<file path="config.mk">
export PLATFORM = sky130hd
export DESIGN_NAME = imt_ctrl
export DESIGN_NICKNAME = d
export VERILOG_FILES = /design/src/rtl/imt_pkg.sv /design/src/rtl/imt_ctrl.sv
export VERILOG_INCLUDE_DIRS = /design/src /design/src/rtl
export SDC_FILE = /design/constraint.sdc
export NUM_CORES = 1
export LEC_CHECK = 0
export ABC_AREA = 0
export BUFFER_PORTS_ARGS = -buffer_cell sky130_fd_sc_hd__buf_2
export CAP_MARGIN = 10
export CORE_UTILIZATION = 52
export CTS_CLUSTER_DIAMETER = 150
export DETAILED_ROUTE_END_ITERATION = 10
export GPL_TIMING_DRIVEN = 1
export HOLD_SLACK_MARGIN = 0.1
export PLACE_DENSITY = 0.77
export SYNTH_ARGS = -nofsm -noshare
export SYNTH_HDL_FRONTEND = slang
export SYNTH_SLANG_ARGS = --single-unit
export TNS_END_PERCENT = 1
</file>
<file path="constraint.sdc">
create_clock -name clock -period 2.1 [get_ports clock]
set_input_delay 0.105 -clock clock [delete_from_list [all_inputs] [get_ports clock]]
set_output_delay 0.105 -clock clock [all_outputs]
set_load 0.005 [all_outputs]
</file>
<file path="src/rtl/indexed_max_priority_table_defines.svh">
// Assertion macros shared by the indexed max priority table modules.
`ifndef INDEXED_MAX_PRIORITY_TABLE_DEFINES_SVH
`define INDEXED_MAX_PRIORITY_TABLE_DEFINES_SVH

// Same-cycle implication, sampled on the rising clock edge outside reset.
`define IMT_ASSERT_SAME(lbl, ante, cons, msg) \
   lbl: assert property (@(posedge clock) disable iff (reset) (ante) |-> (cons)) \
      else $error(msg);

// Next-cycle implication, sampled on the rising clock edge outside reset.
`define IMT_ASSERT_NEXT(lbl, ante, cons, msg) \
   lbl: assert property (@(posedge clock) disable iff (reset) (ante) |=> (cons)) \
      else $error(msg);

`endif

</file>
<file path="src/rtl/imt_pkg.sv">
// Package with the shared types and constants of the indexed max priority table.
`default_nettype none

package imt_pkg;

   localparam int NUM_IDS_DEF       = 256;
   localparam int PRIORITY_BITS_DEF = 16;

   localparam int SLOT_ID_W   = 8;
   localparam int PRIO_FIELD_W = 16;
   localparam int REQ_DATA_W  = 24;
   localparam int RSP_DATA_W  = 8;
   localparam int IDX_MAX_W   = 4;

   typedef enum logic {
      OP_SET  = 1'b0,
      OP_POLL = 1'b1
   } op_type;

   typedef enum logic [1:0] {
      ST_IDLE,
      ST_PRIO,
      ST_IDSEL,
      ST_DONE
   } state_type;

   typedef struct packed {
      logic                 load;
      logic                 start;
      logic                 step;
      logic                 id_phase;
      logic                 clear;
      logic [IDX_MAX_W-1:0] id_idx;
   } ctrl_type;

endpackage

`default_nettype wire

</file>
<file path="src/rtl/imt_ctrl.sv">
// Sequencer for the bit-serial poll search and the result register.
`default_nettype none
`include "indexed_max_priority_table_defines.svh"

module imt_ctrl #(
   parameter int PRIORITY_BITS = imt_pkg::PRIORITY_BITS_DEF,
   parameter int ID_BITS       = $clog2(imt_pkg::NUM_IDS_DEF)
) (
   input  wire logic                            clock,
   input  wire logic                            reset,
   input  wire logic                            req_valid,
   input  wire imt_pkg::op_type                 req_op,
   output logic                                 req_ready,
   input  wire logic                            any_hit,
   input  wire logic                            any_active,
   output imt_pkg::ctrl_type                    ctrl,
   output logic                                 rsp_valid,
   input  wire logic                            rsp_ready,
   output logic                                 rsp_found,
   output logic [imt_pkg::RSP_DATA_W-1:0]       rsp_winner
);

   localparam int PC_W  = (PRIORITY_BITS > 1) ? $clog2(PRIORITY_BITS) : 1;
   localparam int IDX_W = (ID_BITS > 1) ? $clog2(ID_BITS) : 1;

   imt_pkg::state_type            state_ff, state_in;
   logic [PC_W-1:0]               prio_cnt_ff, prio_cnt_in;
   logic [IDX_W-1:0]              id_cnt_ff, id_cnt_in;
   logic [ID_BITS-1:0]            win_ff, win_in;
   logic                          found_ff, found_in;
   logic                          rsp_valid_ff, rsp_valid_in;
   logic                          rsp_found_ff, rsp_found_in;
   logic [imt_pkg::RSP_DATA_W-1:0] rsp_id_ff, rsp_id_in;
   logic                          accept;
   logic                          rsp_load;

   assign req_ready  = (state_ff == imt_pkg::ST_IDLE);
   assign accept     = req_valid && req_ready;
   assign rsp_load   = (state_ff == imt_pkg::ST_DONE) && (!rsp_valid_ff || rsp_ready);
   assign rsp_valid  = rsp_valid_ff;
   assign rsp_found  = rsp_found_ff;
   assign rsp_winner = rsp_id_ff;

   always_comb begin
      state_in     = state_ff;
      prio_cnt_in  = prio_cnt_ff;
      id_cnt_in    = id_cnt_ff;
      win_in       = win_ff;
      found_in     = found_ff;
      rsp_found_in = rsp_found_ff;
      rsp_id_in    = rsp_id_ff;
      rsp_valid_in = rsp_valid_ff && !rsp_ready;

      ctrl.load     = accept && (req_op == imt_pkg::OP_SET);
      ctrl.start    = accept && (req_op == imt_pkg::OP_POLL);
      ctrl.step     = 1'b0;
      ctrl.id_phase = 1'b0;
      ctrl.clear    = rsp_load;
      ctrl.id_idx   = imt_pkg::IDX_MAX_W'(id_cnt_ff);

      unique case (state_ff)
         imt_pkg::ST_IDLE: begin
            if (ctrl.start) begin
               state_in    = imt_pkg::ST_PRIO;
               prio_cnt_in = PC_W'(PRIORITY_BITS - 1);
               found_in    = any_active;
            end
         end
         imt_pkg::ST_PRIO: begin
            ctrl.step = 1'b1;
            if (prio_cnt_ff == '0) begin
               state_in  = imt_pkg::ST_IDSEL;
               id_cnt_in = IDX_W'(ID_BITS - 1);
            end else begin
               prio_cnt_in = prio_cnt_ff - 1'b1;
            end
         end
         imt_pkg::ST_IDSEL: begin
            ctrl.step     = 1'b1;
            ctrl.id_phase = 1'b1;
            win_in        = (win_ff << 1) | ID_BITS'(!any_hit);
            if (id_cnt_ff == '0) begin
               state_in = imt_pkg::ST_DONE;
            end else begin
               id_cnt_in = id_cnt_ff - 1'b1;
            end
         end
         imt_pkg::ST_DONE: begin
            if (rsp_load) begin
               state_in     = imt_pkg::ST_IDLE;
               rsp_valid_in = 1'b1;
               rsp_found_in = found_ff;
               rsp_id_in    = found_ff ? imt_pkg::RSP_DATA_W'(win_ff) : '0;
            end
         end
         default: begin
            state_in = imt_pkg::ST_IDLE;
         end
      endcase
   end

   always_ff @(posedge clock) begin
      if (reset) begin
         state_ff     <= imt_pkg::ST_IDLE;
         rsp_valid_ff <= 1'b0;
      end else begin
         state_ff     <= state_in;
         rsp_valid_ff <= rsp_valid_in;
      end
   end

   always_ff @(posedge clock) begin
      prio_cnt_ff  <= prio_cnt_in;
      id_cnt_ff    <= id_cnt_in;
      win_ff       <= win_in;
      found_ff     <= found_in;
      rsp_found_ff <= rsp_found_in;
      rsp_id_ff    <= rsp_id_in;
   end

   `IMT_ASSERT_NEXT(a_poll_starts, ctrl.start, state_ff == imt_pkg::ST_PRIO, "poll did not start")
   `IMT_ASSERT_NEXT(a_id_phase_ends, (state_ff == imt_pkg::ST_IDSEL) && (id_cnt_ff == '0), state_ff == imt_pkg::ST_DONE, "id search overran")
   `IMT_ASSERT_NEXT(a_empty_zero, rsp_load && !found_ff, rsp_valid && !rsp_found && (rsp_winner == '0), "empty poll result not zero")

endmodule

`default_nettype wire

</file>
==> results_dict.tcl <==
set metrics [dict create \
    outcome "finished, final reports clean" \
    buffer_ports.inserted 25 \
    layout.cells.most_common_list "edfxtp_1 (25), buf_2 (25), inv_1 (9)" \
    detailed_place_hpwl_um 1299 \
    r2r-end "state_ff[0]" \
    stdcell_count 148 \
    holdCritPathClass "input port to flop" \
    initial_core_util_pct 55.17 \
    postCtsSetupRepairBufs 0 \
    hold_start "req_valid" \
    dr.first_iter.drc_count 10 \
    postRouteAntennaNets 0 \
    sw_frac_of_total_pct 29.48 \
    ff2ff_setup_slack_ns 0.23 \
    setup-tns-final_ns 0 \
    crit_chain "inv_1 -> ha_1 -> or3b_4 -> a2111o_1 -> a211oi_1" \
    wirelength_um 1761 \
    path_delay_family "compound AO/OA/AOI/OAI gates" \
    syn-cell-area_um2 1209 \
    synth.top_cells.by_area "edfxtp_1 (62%), ha_1 (7.2%), dfxtp_1 (5.0%)" \
    postSynthRegisterBits 28 \
    grt_setup_unrepaired "false" \
    path_buf_inv 1 \
    cpMaxStageDelayCell "a2111o_1" \
    synth_largest_area_cell "edfxtp_1" \
    ys_types 23 \
    cts_hold_buffers 4 \
    synthDominantCellAreaShare_pct 62.11 \
    clock_power_share_pct 17.7 \
    syn-mean-instance-area_um2 13.58 \
    max-clock-path-buffers 2 \
    grt_antenna_before_repair 0 \
    p_seq_share_pct 57.0 \
    postSynthNetCount 103 \
    holdPathStages 2 \
    cts_made_buffers 3 \
    category_of_the_critical_setup_timing_path "flop to flop" \
    gp_congestion 0.7588 \
    overflow 0 \
    critical_path.max_fanout 4 \
    grt_pass1_vias 700 \
    gr-usage-all-layers_pct 16.84 \
    critical_path.max_stage_delay_ns 0.45 \
    area_delta_synth_final_pct 17.81 \
    layout.nets 135 \
    grt_pass1_wl_um 3008 \
    report.final.hold_viol_count 0 \
    achievable_freq_mhz 535.5 \
    synth.yosys.seq_area_share_pct 67.08 \
    dr.pass1.iters 4 \
    power_per_unit_of_standard_cell_area_nw_per_um2 923.0 \
    critical_path.startpoint_type "flop" \
    required_ns 2.36 \
    timing_max_transition_violations_final 0 \
    design.core.area_um2 2191 \
    clockRootBuffer "clkbuf_4" \
    clock-skew-final_ns 0.004489 \
    worst_setup_path_end_kind "flop" \
    r2r.worst_path.cells 5 \
    p_sw_uw 387.5 \
    finalCriticalPeriod_ns 1.867 \
    drive_above_1_share_pct 25.83 \
    hold-path-endpoint "found_ff" \
    antenna-diode-count 0 \
    cts_max_level 1 \
    cts.repair.resized 0 \
    cts.sink_count 28 \
    ioPinCount 27 \
    clk_latency_ns 0.33 \
    die_h_um 50.21 \
    placed_cells 140 \
    wl_per_cell_um 11.90 \
    setup_violations 0 \
    core.rowCount 17 \
    critPathArrivalTime_ns 2.13 \
    worst_ir_drop_vdd_uv 670.7 \
    power.share.combinational_pct 25.3 \
    cts_tree "yes" \
    route.detailed.vias_per_inst 4.824 \
    leakagePower_nw 0.6000 \
    worstReg2RegStart "prio_cnt_ff[0]" \
    finalCoreUtilization_pct 64.99 \
    internal_power_uw 926.8 \
    post-route-drc-count 0 \
    fp.dieArea_um2 2521 \
    max_cap_viol_count 0 \
    number_of_warning_messages_in_the_yosys_log 0 \
    num_vias 714 \
    grt_start_max_net_pins 16 \
    timing.final.crit_share_pct 88.92 \
    cts.reportedPaths.clkPinSlew_ns 0.15 \
    syn_inst 89 \
    chipWidth_um 50.21 \
]
-- final cells by class --
| class | count | area, um2 |
|---|---|---|
| clock buffer | 3 | 22.52 |
| timing repair buffer | 31 | 180.2 |
| tap | 28 | 35.03 |
| multi-input combinational | 48 | 337.8 |
| inverter | 9 | 33.78 |
| sequential | 28 | 810.8 |
| clock inverter | 1 | 3.754 |
| fill | 166 | 767.0 |
-- registers in the layout (all words and copies together) (netlist names) --
name	cells
rsp_winner	8
win_ff	8
prio_cnt_ff	4
id_cnt_ff	3
state_ff	2
found_ff	1
rsp_found	1
rsp_valid	1
-- stage by stage --
stage / worst slack (ns) / power (mW) / hold slack [ns] / cell area, um2
after global placement: 0.3479 / 1.075 / 0.2823 / 1358
after global routing: 0.08090 / 1.395 / 0.1347 / 1424
final: 0.2327 / 1.314 / 0.1356 / 1424
after detailed placement: 0.2678 / 1.094 / 0.2833 / 1358
after CTS: 0.2445 / 1.316 / 0.1360 / 1424
after floorplan: 0.3778 / 0.9950 / 0.1774 / 1209
-- layer usage --
layer	wire length [um]	global-route usage, %
met1	785	20.90
met4	41	11.43
met5	0	0
met2	870	26.67
met3	64	3.030
-- power groups by stage --
stage	Combinational [mW]	Sequential [mW]	Clock (mW)
floorplan	0.242	0.753	0
finish	0.333	0.749	0.233
CTS	0.338	0.750	0.229
detailed placement	0.332	0.763	0
global placement	0.317	0.758	0
global route	0.382	0.759	0.254
-- cell families (layout without fill, tap and decap cells) --
group           after synthesis  in the layout  share of synthesized area, %
flops                        28             28                         67.08
compound gates                6              6                         3.727
other cells                   1              1                        0.3103
xor+xnor                      2              2                         1.450
fa+ha+maj                     7              7                         7.246
buf+inv                      13             44                         4.968
simple gates                 30             30                         13.56
mux                           2              2                         1.656
-- worst max-delay path by stage --
| stage | cells after the start | to | slack [ns] | from |
|---|---|---|---|---|
| finish | 5 | state_ff[0] | 0.23 | prio_cnt_ff[0] |
| global route | 5 | state_ff[0] | 0.08 | prio_cnt_ff[0] |
| CTS | 5 | state_ff[0] | 0.24 | prio_cnt_ff[0] |
| detailed placement | 5 | state_ff[0] | 0.27 | prio_cnt_ff[0] |
| global placement | 5 | state_ff[0] | 0.35 | prio_cnt_ff[0] |
| floorplan | 5 | state_ff[0] | 0.38 | prio_cnt_ff[0] |
-- synthesized netlist by cell type, drive strengths merged --
library cell and number:
mux2i 2, xnor2 2, a21boi 1, edfxtp 25
and3b 1, nand2 8, a211oi 1, or3b 1
buf 3, a21oi 2, a2111oi 1, nor3 1
nand2b 2, and2 8, nor2b 3, a2111o 1
inv 9, ha 7, dfxtp 3, conb 1
and3 2, clkbuf 1, nor2 4
(Power assumes the default switching activity.)
